===== src/design/ssg_pkg.sv =====
`default_nettype none

package ssg_pkg;

  localparam int unsigned POS_W = 32;
  localparam int unsigned PER_W = 24;
  localparam int unsigned OFS_W = 16;
  localparam int unsigned CFG_W = 24;
  localparam int unsigned CFG_IDX_W = 2;

  localparam logic [PER_W-1:0] TICKS_MAX = {PER_W{1'b1}};
  localparam logic [PER_W-1:0] RESET_PERIOD = PER_W'(1000);
  localparam logic [OFS_W-1:0] RESET_BACKOFF_STEPS = OFS_W'(400);
  localparam logic [PER_W-1:0] RESET_HOMING_PERIOD = PER_W'(1000);
  localparam logic [PER_W-1:0] RESET_SLOW_PERIOD = PER_W'(5000);

  typedef enum logic [2:0] {
    FUNC_TICK       = 3'd0,
    FUNC_SET_TARGET = 3'd1,
    FUNC_SET_PERIOD = 3'd2,
    FUNC_HOME       = 3'd3,
    FUNC_MOVE       = 3'd4
  } func_e;

  typedef enum logic [CFG_IDX_W-1:0] {
    CFG_BACKOFF_STEPS = 2'd0,
    CFG_HOMING_PERIOD = 2'd1,
    CFG_SLOW_PERIOD   = 2'd2
  } cfg_idx_e;

  typedef struct packed {
    logic [2:0]              func;
    logic signed [31:0]      target_steps;
    logic [23:0]             step_period;
    logic                    home_switch;
  } in_item_t;

  typedef struct packed {
    logic                    step_pulse;
    logic                    direction;
    logic signed [31:0]      position;
    logic                    moving;
    logic                    homing;
  } out_item_t;

  typedef struct packed {
    logic [OFS_W-1:0] backoff_steps;
    logic [PER_W-1:0] homing_period;
    logic [PER_W-1:0] slow_homing_period;
  } cfg_t;

  typedef struct packed {
    logic signed [POS_W-1:0] pos;
    logic signed [POS_W-1:0] tgt;
    logic [PER_W-1:0]        ticks;
    logic [PER_W-1:0]        period;
    logic                    move_en;
    logic                    heading_up;
    logic                    dir;
    logic                    homing;
    logic                    backing_off;
    logic                    slow_phase;
  } state_t;

endpackage

`default_nettype wire


===== src/design/ssg_step.sv =====
`default_nettype none

module ssg_step (
  input  wire ssg_pkg::state_t   st_i,
  input  wire ssg_pkg::cfg_t     cfg_i,
  input  wire ssg_pkg::in_item_t item_i,
  output ssg_pkg::state_t        st_o,
  output ssg_pkg::out_item_t     res_o
);
  import ssg_pkg::*;

  logic [PER_W-1:0]        ticks_inc;
  logic [PER_W-1:0]        ticks_mv;
  logic signed [POS_W-1:0] pos_mv;
  logic                    short_of;
  logic                    due1;
  logic                    due2;
  logic                    mv_step;
  logic                    pulse;

  always_comb begin
    ticks_inc = (st_i.ticks != TICKS_MAX) ? st_i.ticks + PER_W'(1) : st_i.ticks;
    short_of  = st_i.heading_up ? (st_i.pos < st_i.tgt) : (st_i.tgt < st_i.pos);
    due1      = ticks_inc >= st_i.period;
    mv_step   = st_i.move_en && due1 && short_of;
    if (mv_step) begin
      pos_mv = st_i.heading_up ? st_i.pos + POS_W'(1) : st_i.pos - POS_W'(1);
    end else begin
      pos_mv = st_i.pos;
    end
    ticks_mv = mv_step ? '0 : ticks_inc;
    due2     = mv_step ? (st_i.period == '0) : due1;
  end

  always_comb begin
    st_o  = st_i;
    pulse = 1'b0;
    unique case (item_i.func)
      FUNC_SET_TARGET: begin
        st_o.tgt        = POS_W'(item_i.target_steps);
        st_o.heading_up = st_i.pos < POS_W'(item_i.target_steps);
        st_o.dir        = st_i.pos < POS_W'(item_i.target_steps);
      end
      FUNC_SET_PERIOD: begin
        st_o.period = PER_W'(item_i.step_period);
      end
      FUNC_HOME: begin
        st_o.homing = 1'b1;
        st_o.period = cfg_i.homing_period;
        st_o.dir    = 1'b0;
      end
      FUNC_MOVE: begin
        st_o.move_en = 1'b1;
      end
      FUNC_TICK: begin
        st_o.ticks = ticks_mv;
        st_o.pos   = pos_mv;
        pulse      = mv_step;
        if (st_i.move_en && (pos_mv == st_i.tgt)) begin
          st_o.move_en = 1'b0;
        end
        if (st_i.homing) begin
          if (st_i.backing_off) begin
            if (!(pos_mv < st_i.tgt)) begin
              st_o.dir         = 1'b0;
              st_o.backing_off = 1'b0;
              st_o.period      = cfg_i.slow_homing_period;
            end else if (due2) begin
              st_o.pos   = pos_mv + POS_W'(1);
              st_o.ticks = '0;
              pulse      = 1'b1;
            end
          end else if (item_i.home_switch) begin
            if (due2) begin
              st_o.ticks = '0;
              pulse      = 1'b1;
            end
          end else if (st_i.slow_phase) begin
            st_o.homing     = 1'b0;
            st_o.slow_phase = 1'b0;
            st_o.pos        = '0;
          end else begin
            st_o.slow_phase  = 1'b1;
            st_o.backing_off = 1'b1;
            st_o.pos         = '0;
            st_o.tgt         = POS_W'(cfg_i.backoff_steps);
            st_o.dir         = 1'b1;
          end
        end
      end
      default: ;
    endcase
  end

  assign res_o.step_pulse = pulse;
  assign res_o.direction  = st_o.dir;
  assign res_o.position   = 32'(st_o.pos);
  assign res_o.moving     = st_o.move_en;
  assign res_o.homing     = st_o.homing;

endmodule

`default_nettype wire


===== src/design/stepper_step_generator_with_homing_unit.sv =====
// step/direction generator for one stepper axis with three-phase homing
// input channel (in_valid_i, in_ready_o, in_item_i): one item per timebase
//   tick or command; func selects tick, set target, set period, start homing
//   or enable move
// output channel (out_valid_o, out_ready_i, out_item_o): exactly one result
//   item per input item, in order: step pulse, direction, position, flags
// config channel (cfg_valid_i, cfg_ready_o, cfg_index_i, cfg_data_i): back-off
//   distance, fast and slow homing periods; always ready, write only when idle
// path: an accepted item is captured in the input register, then processed and
//   loaded into the result register once that register is free or being taken,
//   and its result is offered from the result register until it is taken
// throughput: one item per cycle while results are taken, set by the
//   combinational axis update between the input register and the result register
// stall: while the result register holds an untaken item, the input register
//   can still take one more item; in_ready_o drops only when both are full
// reset: clears position, target, counter and flags but sets heading_up, loads
//   the default period and homing registers, and empties both pipeline registers
`default_nettype none

module stepper_step_generator_with_homing_unit (
  input  wire                            clk_i,
  input  wire                            rst_ni,
  input  wire                            in_valid_i,
  output logic                           in_ready_o,
  input  wire ssg_pkg::in_item_t         in_item_i,
  output logic                           out_valid_o,
  input  wire                            out_ready_i,
  output ssg_pkg::out_item_t             out_item_o,
  input  wire                            cfg_valid_i,
  output logic                           cfg_ready_o,
  input  wire [ssg_pkg::CFG_IDX_W-1:0]   cfg_index_i,
  input  wire [ssg_pkg::CFG_W-1:0]       cfg_data_i
);
  import ssg_pkg::*;

  logic      s1_valid_q;
  in_item_t  s1_item_q;
  logic      out_valid_q;
  out_item_t out_item_q;
  state_t    st_q;
  state_t    st_d;
  cfg_t      cfg_q;
  out_item_t res;
  logic      adv;
  logic      in_fire;
  logic      s1_fire;

  assign adv         = !out_valid_q || out_ready_i;
  assign in_ready_o  = !s1_valid_q || adv;
  assign in_fire     = in_valid_i && in_ready_o;
  assign s1_fire     = s1_valid_q && adv;
  assign cfg_ready_o = 1'b1;
  assign out_valid_o = out_valid_q;
  assign out_item_o  = out_item_q;

  ssg_step u_step (
    .st_i   (st_q),
    .cfg_i  (cfg_q),
    .item_i (s1_item_q),
    .st_o   (st_d),
    .res_o  (res)
  );

  always_ff @(posedge clk_i or negedge rst_ni) begin
    if (!rst_ni) begin
      s1_valid_q  <= 1'b0;
      out_valid_q <= 1'b0;
    end else begin
      if (in_fire) begin
        s1_valid_q <= 1'b1;
      end else if (s1_fire) begin
        s1_valid_q <= 1'b0;
      end
      if (s1_fire) begin
        out_valid_q <= 1'b1;
      end else if (out_ready_i) begin
        out_valid_q <= 1'b0;
      end
    end
  end

  always_ff @(posedge clk_i) begin
    if (in_fire) begin
      s1_item_q <= in_item_i;
    end
    if (s1_fire) begin
      out_item_q <= res;
    end
  end

  always_ff @(posedge clk_i or negedge rst_ni) begin
    if (!rst_ni) begin
      st_q.pos         <= '0;
      st_q.tgt         <= '0;
      st_q.ticks       <= '0;
      st_q.period      <= RESET_PERIOD;
      st_q.move_en     <= 1'b0;
      st_q.heading_up  <= 1'b1;
      st_q.dir         <= 1'b0;
      st_q.homing      <= 1'b0;
      st_q.backing_off <= 1'b0;
      st_q.slow_phase  <= 1'b0;
    end else if (s1_fire) begin
      st_q <= st_d;
    end
  end

  always_ff @(posedge clk_i or negedge rst_ni) begin
    if (!rst_ni) begin
      cfg_q.backoff_steps      <= RESET_BACKOFF_STEPS;
      cfg_q.homing_period      <= RESET_HOMING_PERIOD;
      cfg_q.slow_homing_period <= RESET_SLOW_PERIOD;
    end else if (cfg_valid_i && cfg_ready_o) begin
      unique case (cfg_index_i)
        CFG_BACKOFF_STEPS: cfg_q.backoff_steps      <= OFS_W'(cfg_data_i);
        CFG_HOMING_PERIOD: cfg_q.homing_period      <= PER_W'(cfg_data_i);
        CFG_SLOW_PERIOD:   cfg_q.slow_homing_period <= PER_W'(cfg_data_i);
        default: ;
      endcase
    end
  end

  // homing sub-phases only exist inside an active sequence
  a_phase_in_homing: assert property (@(posedge clk_i) disable iff (!rst_ni)
    !st_q.homing |-> (!st_q.backing_off && !st_q.slow_phase))
    else $error("homing phase flag set outside homing");

  a_backoff_slow: assert property (@(posedge clk_i) disable iff (!rst_ni)
    st_q.backing_off |-> st_q.slow_phase)
    else $error("back-off without slow phase pending");

  // every issued step restarts the tick counter
  a_pulse_clears_ticks: assert property (@(posedge clk_i) disable iff (!rst_ni)
    (s1_fire && res.step_pulse) |-> (st_d.ticks == '0))
    else $error("step issued without counter clear");

  a_ready_when_empty: assert property (@(posedge clk_i) disable iff (!rst_ni)
    !out_valid_q |-> in_ready_o)
    else $error("input stalled with empty result register");

  a_pos_holds: assert property (@(posedge clk_i) disable iff (!rst_ni)
    !s1_fire |=> $stable(st_q.pos))
    else $error("position changed without an item");

endmodule

`default_nettype wire

===== config.mk =====
export PLATFORM = sky130hd
export DESIGN_NAME = stepper_step_generator_with_homing_unit
export DESIGN_NICKNAME = d
export VERILOG_FILES = /design/src/design/ssg_pkg.sv /design/src/design/ssg_step.sv /design/src/design/stepper_step_generator_with_homing_unit.sv
export SDC_FILE = /design/constraint.sdc
export NUM_CORES = 1
export LEC_CHECK = 0
export BUFFER_PORTS_ARGS = -buffer_cell sky130_fd_sc_hd__buf_2
export CAP_MARGIN = 20
export CELL_PAD_IN_SITES_DETAIL_PLACEMENT = 1
export CELL_PAD_IN_SITES_GLOBAL_PLACEMENT = 1
export CORE_AREA = 3 3 187 225
export DETAILED_ROUTE_END_ITERATION = 8
export DIE_AREA = 0 0 190 228
export PLACE_DENSITY_LB_ADDON = 0.1
export SLEW_MARGIN = 30
export SYNTH_ARGS = -nofsm -noshare
export SYNTH_HDL_FRONTEND = slang
export SYNTH_SLANG_ARGS = --single-unit

===== constraint.sdc =====
create_clock -name clk_i -period 13.29 [get_ports clk_i]
set_input_delay 3.3225 -clock clk_i [delete_from_list [all_inputs] [get_ports clk_i]]
set_output_delay 3.3225 -clock clk_i [all_outputs]
set_load 0.1 [all_outputs]

==> qor.txt, run 1 <==
Core Region -> 39,900 sq um
Drt drc -> 0
Non-filler cells, final -> 2,474
Delay-heaviest family, CP -> compound AO/OA/AOI/OAI gates
EDFF count, synth -> 96
Clk_skew -> 15.1 ps
Die Width -> 190 um
Reg-to-reg setup timing slack -> 4270 ps
Pre-CTS setup slack -> 4380 ps
Clk sinks -> 280
Max Clk Rate -> 111 MHz
#FFs+latches synth -> 280
Die area -> 43,300 sq um
DR pass1 iterations -> 6
Routability cong. -> 0.904
Hold_ws -> 494 ps
Die Ht -> 228 um
PD cells -> 183 nW/um^2
R2R Path End -> out_item_o[28]
Nets -> 2,159
Post-detail-place hpwl -> 42.8 mm
Crit-path slowest cell -> a21oi_2
Initial antenna violation count -> 0
H-tree depth -> 1
Period utilization -> 67.8%
Lkg Pwr -> 0.00914 uW
Vias in the first global route -> 16,000
Max VDD drop -> 0.162 mV
WHS Path Cells -> 1
Kind of critical path -> reg2reg
Most common cell after layout, fill and taps aside -> nand2_1
Largest cells by area after synthesis -> dfrtp_1, edfxtp_1, ha_1
Mapped Cells -> 1,814
Final Max Slew Viols -> 0
Crit path buf inv count -> 2
HP Start -> s1_item_q[53]
Async S/R FF share, synth -> 65.7%
Setup TNS -> 0 ps
1st-iter DRT viols -> 832
Maximum clock path buffer count -> 3
CTS Hold Buffers Added -> 0
Crit-path max FO -> 24
Post-CTS resize count -> 0
Largest net degree at the start of global routing -> 72
Final worst slack -> 4270 ps
CP most frequent cell -> nand2_1
Synthesized cell area -> 17,900 sq um
Row count -> 80
CTS clk-pin slew, worst paths -> 70 ps
Synthesis-to-finish area growth -> 12.2%
Mean area per synthesized cell -> 9.89 sq um
Worst slew pin tran -> 1000 ps
CTS root buffer -> clkbuf_16
Setup violations, final -> 0
# diodes -> 0
Final hold vios -> 0
Mapped Nets -> 2,057
Num CTS Buffers -> 31
Max_cap viols -> 0
Status -> complete, no violations
Cells after DPL -> 2,416
Layout cells sized above 1 -> 18.2%
WL final -> 57.4 mm
Worst r2r src -> st_q[36]
Fin util -> 50.4%
GR Overflow Total -> 0
Critical Path Sink Type -> register
FF-to-FF path depth -> 31
Worst hold path class -> reg2reg
Largest area contributor in the netlist -> dfrtp_1
CTS tree -> done
Ys Warns -> 0
Post-DRT Antenna Nets -> 0
Synth Flop Type -> dfrtp_1
Req. time, crit path -> 13,580 ps
I/O Pins -> 130
Register area share after synthesis -> 41.9%
Post-CTS setup buffers -> 0
CP Launch Type -> register
Vias per cell -> 6.08
Library cells used by synthesis -> 100
Initial core utilization -> 44.9%
DR vias -> 15,000
Clk Latency, worst-skew pair -> 580 ps
Slew margin rel. -> 32.9%
Number of port buffers -> 128
Min-Delay Endpoint -> st_q[82]
Final worst path period need -> 9020 ps
CP arrival -> 9310 ps
Total Routing Usage GR -> 26.1%
First-pass GRT wire length -> 90.1 mm
Most frequent cells in the layout -> nand2_1, dfrtp_1, ha_1
Critical Path Max Stage Delay -> 590 ps
Wire length per cell -> 23.2 um
Area share of the largest cell type after synthesis -> 22.7%
RSZ-0062 raised after global routing -> no
[how the worst max path moves through the flow]
stage / from / endpoint / slack, ps / cells after the start
floorplan: out_ready_i / in_ready_o / 5820 / 1
finish: st_q[36] / out_item_o[28] / 4270 / 31
detailed placement: st_q[36] / out_item_o[28] / 4380 / 32
global placement: st_q[36] / out_item_o[28] / 4680 / 32
CTS: st_q[36] / out_item_o[28] / 4340 / 31
global route: st_q[36] / out_item_o[28] / 3560 / 33
[final cells by class]
type | count | area, sq um
Clock buffer | 42 | 888
Clock inverter | 16 | 130
Fill cell | 4455 | 19800
Inverter | 122 | 458
Multi-Input combinational cell | 1331 | 9650
Sequential cell | 280 | 7510
Tap cell | 533 | 667
Timing Repair Buffer | 150 | 818
[flip-flops by register name, summed over array words and instances (netlist names)]
| signal | cells |
|---|---|
| st_q | 118 |
| cfg_q | 64 |
| s1_item_q | 60 |
| out_item_o | 36 |
| out_valid_o | 1 |
| s1_valid_q | 1 |
[report_power, final]
group | internal (uW) | switching, uW | leakage [uW]
sequential | 1070 | 175 | 0.00319
combinational | 542 | 1040 | 0.00545
clock | 490 | 367 | 0.000501
[routing by layer]
layer	GRT usage [%]	part of all wire, %	vias up
met2	46.9	50	356
met3	2.17	3.5	84
met4	7.07	2.6	0
met5	0	0	-
met1	33.6	43	7547
li1	-	-	7043
[stage by stage]
stage	cell area [sq um]	total power, uW
after floorplan	17900	2330
after global placement	19100	2750
after detailed placement	19100	2820
after global routing	20100	3930
after CTS	20100	3700
final	20100	3690
[cells by family after synthesis]
family / Yosys count / synth area share (%)
muxes: 107 / 6.59
AOI/OAI and AO/OA: 516 / 19.9
other: 1 / 0.0209
DFF: 280 / 41.9
xor gates and xnor gates: 39 / 1.90
and+or+nand+nor: 516 / 14.5
adders and majority gates: 152 / 10.6
buffers and inverters: 203 / 4.58
[cell usage after synthesis (6+ instances only)]
master     count
nor2b_1        9
a221oi_1      19
or4_1          7
nand3b_1       6
and4_1        10
a211o_1        7
xor2_1        14
mux2_2        85
nor2_1        83
or2_2          6
ha_1         151
nand3_1       47
a31oi_1       17
nor3b_1        6
nor4_1        13
edfxtp_1      96
nand4b_1       8
o31ai_1        8
a22oi_1       10
o2111ai_1      8
or3_1          9
nor3_1        40
nand4_1       38
nand2_1      167
a222oi_1      24
a211oi_1      21
a22o_1        33
and3_1        25
o21ai_0      137
clkbuf_1      68
nand2b_1      10
a31o_2         7
a21oi_1       94
o211ai_1      16
and2_1        17
xnor2_1       25
a21o_1        46
dfstp_2       21
dfrtp_1      163
inv_1        121
mux2i_1       21
Note: power is estimated with default switching activity, not from simulation.
==> run 2, diff against run 1 <==
--- a/config.mk
+++ b/config.mk
@@ -9,9 +9,9 @@
 export CAP_MARGIN = 20
 export CELL_PAD_IN_SITES_DETAIL_PLACEMENT = 1
 export CELL_PAD_IN_SITES_GLOBAL_PLACEMENT = 1
-export CORE_AREA = 3 3 187 225
+export CORE_AREA = 3 3 189 228
 export DETAILED_ROUTE_END_ITERATION = 8
-export DIE_AREA = 0 0 190 228
+export DIE_AREA = 0 0 192 231
 export PLACE_DENSITY_LB_ADDON = 0.1
 export SLEW_MARGIN = 30
 export SYNTH_ARGS = -nofsm -noshare
==> constraint.sdc (replaced) <==
create_clock -name clk_i -period 7.65 [get_ports clk_i]
set_input_delay 1.9125 -clock clk_i [delete_from_list [all_inputs] [get_ports clk_i]]
set_output_delay 1.9125 -clock clk_i [all_outputs]
set_load 0.1 [all_outputs]
==> run 2 against run 1 <==
Compared with the run above:
- hold slack better by 12 ps
- clock-buffer cell count is 1 higher
- sequential share of layout area is 1.3 points lower
- clock skew is 25 ps higher
- first-iteration DRC count is 25% higher
- combinational power is 91% higher
- global-route usage is 1.4 points higher
- routed wire length is 7.3% higher
- total power is 82% higher
- critical path depth is 1 higher
- sequential cell count stayed put
- critical endpoint is now out_item_o[23]
- largest power group unchanged
- highest routed layer unchanged
==> qor.txt, run 2 (synthesis gave the netlist of run 1 again) <==
Req. time, crit path -> 7930 ps (-5650 ps)
Initial core utilization -> 43.9% (-0.99 points)
Max_cap viols -> 0 (unchanged)
Slew margin rel. -> 37.9% (+5.1 points)
CTS root buffer -> clkbuf_16
Clk Latency, worst-skew pair -> 600 ps (+20 ps)
Routability cong. -> 0.933 (+3.3%)
Clk_skew -> 40.4 ps (+25.2 ps)
Max reg flops -> 118 (unchanged)
Hold_ws -> 506 ps (+12.4 ps)
Final Max Slew Viols -> 0 (unchanged)
Final worst path period need -> 7390 ps (-1630 ps)
Most frequent cells in the layout -> nand2_1, dfrtp_1, ha_1
Most common cell after layout, fill and taps aside -> nand2_1
Die Ht -> 231 um (+1.3%)
Regs by FF count -> st_q (118), cfg_q (64), s1_item_q (60)
CTS Hold Buffers Added -> 0 (unchanged)
Fin util -> 51.1% (+0.69 points)
Number of port buffers -> 128 (unchanged)
Synthesis-to-finish area growth -> 16.3%
1st-iter DRT viols -> 1,040 (+25%)
Initial antenna violation count -> 0 (unchanged)
Nets -> 2,225 (+3.1%)
CTS clk-pin slew, worst paths -> 60 ps (about the same)
Status -> complete, no violations
Post-detail-place hpwl -> 46.3 mm (+8.2%)
Die area -> 44,400 sq um (+2.4%)
Vias in the first global route -> 16,400 (+2.3%)
Power Total -> 6710 uW (+82%)
Num CTS Buffers -> 31 (unchanged)
Core Region -> 40,800 sq um (+2.3%)
DR vias -> 15,500 (+3.2%)
Fillers -> 4,597 (+3.2%)
Die Width -> 192 um (+1.1%)
Total Routing Usage GR -> 27.5% (+1.4 points)
GR Overflow Total -> 0 (unchanged)
Crit-path max FO -> 17 (-29%)
Vias per cell -> 6.09 (+0.32%)
Worst hold path class -> reg2reg
Wire length per cell -> 24.2 um (+4.4%)
Crit-path slowest cell -> or4_4
I/O Pins -> 130 (unchanged)
Max Clk Rate -> 135 MHz (+22%)
Setup TNS -> 0 ps (unchanged)
Drt drc -> 0 (unchanged)
Setup violations, final -> 0 (unchanged)
Critical Path Max Stage Delay -> 450 ps (-140 ps)
Layout cells sized above 1 -> 21.8% (+3.6 points)
H-tree depth -> 1 (unchanged)
Cells after DPL -> 2,481 (+2.7%)
CTS tree -> done
Delay-heaviest family, CP -> compound AO/OA/AOI/OAI gates
PD cells -> 322 nW/um^2 (+76%)
CP arrival -> 7670 ps (-1640 ps)
CP most frequent cell -> nand2_1
Lkg Pwr -> 0.00952 uW (+4.2%)
Row count -> 81 (+1.3%)
Critical Path Sink Type -> register
# diodes -> 0 (unchanged)
First-pass GRT wire length -> 95.5 mm (+6.0%)
WL final -> 61.6 mm (+7.3%)
Maximum clock path buffer count -> 3 (unchanged)
Largest net degree at the start of global routing -> 73 (+1.4%)
DR pass1 iterations -> 5 (-1)
Post-DRT Antenna Nets -> 0 (unchanged)
Reg with most FFs -> st_q
Crit path buf inv count -> 5 (+3)
Final hold vios -> 0 (unchanged)
CP Launch Type -> register
Kind of critical path -> reg2reg
Max VDD drop -> 0.169 mV (+4.4%)
Worst slew pin tran -> 930 ps (-73.9 ps)
Non-filler cells, final -> 2,545 (+2.9%)
Clk sinks -> 280 (unchanged)
Period utilization -> 96.6% (+29 points)
## run 2: path summary, 6_finish.rpt
kind / startpoint / to / slack [ps] / cells after the start
setup / recovery: st_q[49] / out_item_o[23] / 260 / 32
hold / removal: s1_item_q[41] / st_q[70] / 510 / 1
setup reg to reg: st_q[49] / out_item_o[23] / 260 / 32
hold reg to reg: s1_item_q[41] / st_q[70] / 510 / 1
max in group asynchronous: rst_ni / st_q[74] / 5050 / 2
min in group asynchronous: rst_ni / cfg_q[53] / 1300 / 1
## run 2: metrics by stage
stage               setup WS (ps)  area, sq um
finish                        262        20900
floorplan                     279        17900
global route                -11.7        20900
detailed placement          -87.1        19600
CTS                          21.3        20700
global placement              163        19600
## run 2: routing by layer
layer	wire (um)	up-vias	GRT usage, %
met5	0	-	0
met2	30600	403	47.5
met3	2680	116	2.83
li1	-	7160	-
met1	26200	7832	36.3
met4	2060	0	8.65
## run 2: repair_timing
action | CTS | global route
cloned | 0 | 0
gates resized for setup | 3 | 22
endpoints found under the setup margin | 13 | 87
buffers inserted | 0 | 5
pin swaps | 0 | 3
## run 2: power by group
group / switching (uW) / total, uW / internal (uW)
Clock: 633 / 1580 / 948
Sequential: 228 / 2090 / 1860
Combinational: 1980 / 3040 / 1060
## run 2: area by class of cell
cell class              instances  area (sq um)  area share (%)
repair buffers                216          1380            6.59
clock inverters                14           153           0.732
inverters                     122           458            2.20
clock buffers                  43           933            4.47
multi-input cells            1331          9750            46.7
flip-flops and latches        280          7510            36.0
well taps                     539           674            3.23
## run 2: worst reg2reg max path, delay by kind of cell, from the launching register on
kind	cells	cell delay [ps]
AND/OR/NAND/NOR	11	1970
adder cells (fa/ha/maj)	2	560
buffers and inverters	5	950
multiplexers	3	970
AO/OA/AOI/OAI	10	2100
flip-flops	1	420
XOR/XNOR	1	140
==> run 3, diff against run 2 <==
--- a/config.mk
+++ b/config.mk
@@ -12,7 +12,9 @@
 export CORE_AREA = 3 3 189 228
 export DETAILED_ROUTE_END_ITERATION = 8
 export DIE_AREA = 0 0 192 231
+export GPL_TIMING_DRIVEN = 0
 export PLACE_DENSITY_LB_ADDON = 0.1
+export REMOVE_ABC_BUFFERS = 1
 export SLEW_MARGIN = 30
 export SYNTH_ARGS = -nofsm -noshare
 export SYNTH_HDL_FRONTEND = slang
==> run 3 against run 2 <==
Compared with the run above:
- sequential power grew 4%
- global-route usage shrank 1.3 points
- critical path depth grew 2
- setup slack lost 67 ps
- die area is the same
- routed wire length shrank 4.3%
- critical endpoint is now out_item_o[22]
==> qor.txt, run 3 (synthesis gave the netlist of run 1 again) <==
Status -> complete, no violations
Worst slew pin tran -> 995 ps (+65.4 ps)
CP most frequent cell -> a211oi_2
CP arrival -> 7770 ps (+100 ps)
Kind of critical path -> reg2reg
R2R Path End -> out_item_o[22]
DR vias -> 15,300 (-1.1%)
WHS Path Cells -> 1 (unchanged)
Fraction of power consumed by sequential logic -> 32.3% (+1.2 points)
Largest net degree at the start of global routing -> 82 (+12%)
Nets -> 2,206 (-0.85%)
Comb power frac -> 44.4% (-0.9 points)
Req. time, crit path -> 7960 ps (+30 ps)
Clk network pwr share -> 23.3% (-0.3 points)
CP Launch Type -> register
Final hold vios -> 0 (unchanged)
Initial core utilization -> 43.9% (unchanged)
Switching part of the total -> 43.2% (+0.87 points)
Critical Path Max Stage Delay -> 570 ps (+120 ps)
Lkg Pwr -> 0.00959 uW (+0.71%)
Max VDD drop -> 0.202 mV (+20%)
Wire length per cell -> 23.3 um (-3.8%)
Drt drc -> 0 (unchanged)
Reg-to-reg setup timing slack -> 200 ps (-70 ps)
FF-to-FF path depth -> 34 (+6.3%)
Number of port buffers -> 128 (unchanged)
WL final -> 58.9 mm (-4.3%)
Worst r2r src -> st_q[37]
GR Overflow Total -> 0 (unchanged)
Post-DRT Antenna Nets -> 0 (unchanged)
PD cells -> 317 nW/um^2 (-1.6%)
Crit-path slowest cell -> or4_4
Initial antenna violation count -> 10 (+10)
Clk Latency, worst-skew pair -> 590 ps (about the same)
Period utilization -> 97.4% (+0.87 points)
Post-detail-place hpwl -> 43.1 mm (-7.1%)
DR pass1 iterations -> 5 (unchanged)
Vias per cell -> 6.07 (-0.48%)
CTS clk-pin slew, worst paths -> 70 ps (about the same)
Max Clk Rate -> 134 MHz (-0.90%)
Slew margin rel. -> 32.8% (-5.1 points)
Num CTS Buffers -> 31 (unchanged)
1st-iter DRT viols -> 916 (-12%)
H-tree depth -> 1 (unchanged)
Net Switching -> 2910 uW (+2.6%)
Setup violations, final -> 0 (unchanged)
Row count -> 81 (unchanged)
First-pass GRT wire length -> 91.6 mm (-4.1%)
Synthesis-to-finish area growth -> 18.8%
Max reg flops -> 118 (unchanged)
Clk sinks -> 280 (unchanged)
Regs by FF count -> st_q (118), cfg_q (64), s1_item_q (60)
Critical Path Sink Type -> register
CTS Hold Buffers Added -> 0 (unchanged)
Pre-CTS setup slack -> -2260 ps (-2180 ps)
Die Width -> 192 um (unchanged)
Fin util -> 52.2% (+1.1 points)
Reg with most FFs -> st_q
Final worst slack -> 195 ps (-66.9 ps)
Final worst path period need -> 7450 ps (+66.9 ps)
Die area -> 44,400 sq um (unchanged)
Worst hold path class -> reg2reg
Total Routing Usage GR -> 26.2% (-1.3 points)
Layout cells sized above 1 -> 24.4% (+2.6 points)
Maximum clock path buffer count -> 3 (unchanged)
CTS tree -> done
Routability cong. -> 0.870 (-6.8%)
Crit-path max FO -> 7 (-10)
Crit. Startpoint -> st_q[37]
CTS root buffer -> clkbuf_16
Final Max Slew Viols -> 0 (unchanged)
Die Ht -> 231 um (unchanged)
Core Region -> 40,800 sq um (unchanged)
Setup crit end -> out_item_o[22]
Most common cell after layout, fill and taps aside -> nand2_1
Clk_skew -> 18.1 ps (-22.3 ps)
I/O Pins -> 130 (unchanged)
Vias in the first global route -> 16,100 (-1.8%)
Max_cap viols -> 0 (unchanged)
Internal power -> 3830 uW (-1.0%)
Most frequent cells in the layout -> nand2_1, dfrtp_1, ha_1
run 3: cell count changes in the layout (fill, tap and decap cells not counted), moves of 6 or more:
cell     previous run  this run
buf_4              82        44
inv_4               0         7
mux2i_4             1         8
nand3_1            47        41
nor2_1             78        69
nor2_4              0         8
o21ai_0           136       128
o21ai_1             4        10
run 3: stage by stage:
step                power [uW]  TNS (ps)  area, sq um  hold slack (ps)  cells
floorplan                 4010    -61450        17600              457   1733
global placement          4750   -529460        18900              478   2400
detailed placement        4920   -159080        19400              492   2422
CTS                       6650         0        20800              501   2501
global route              7170     -1600        21300              519   2528
finish                    6740         0        21300              495   2530
run 3: cell type report:
type	instances	area, sq um
Antenna cell	3	7.51
Clock buffer	40	923
Clock inverter	18	151
Fill cell	4524	19500
Inverter	122	459
Multi-Input combinational cell	1332	10200
Sequential cell	280	7520
Tap cell	539	674
Timing Repair Buffer	196	1360
run 3: power groups by stage:
stage	clock network, uW	registers (uW)	logic (uW)
final	1570	2180	2990
after detailed placement	0	2200	2730
after floorplan	0	2280	1730
after CTS	1600	2170	2880
after global placement	0	2180	2570
after global routing	1660	2210	3300
run 3: worst max-delay path, delay by kind of cell (launching register included):
kind | cells | cell delay [ps]
compound gates | 10 | 1990
xor+xnor | 2 | 400
fa+ha+maj | 2 | 470
buf+inv | 3 | 510
flops | 1 | 400
mux | 2 | 380
simple gates | 15 | 2990
run 3: worst min-delay path by stage:
stage,start,to,slack (ps)
CTS,s1_item_q[55],st_q[84],500
global placement,s1_item_q[50],st_q[79],480
detailed placement,s1_item_q[55],st_q[84],490
finish,s1_valid_q,out_valid_o,490
floorplan,s1_valid_q,out_valid_o,460
global route,s1_item_q[48],st_q[77],520
run 3: per-layer routing:
metal,vias up,routed length (um),global-route usage [%]
met5,-,85,0
met4,12,1400,6.31
met3,87,2480,3.46
met2,308,29900,46.8
met1,7793,25100,33.5
li1,7145,-,-
run 3: repair_timing:
action | CTS | global route
endpoints found under the setup margin | 116 | 104
gates cloned | 1 | 1
buffers inserted | 20 | 25
resized for setup | 49 | 60
pin swaps | 10 | 21
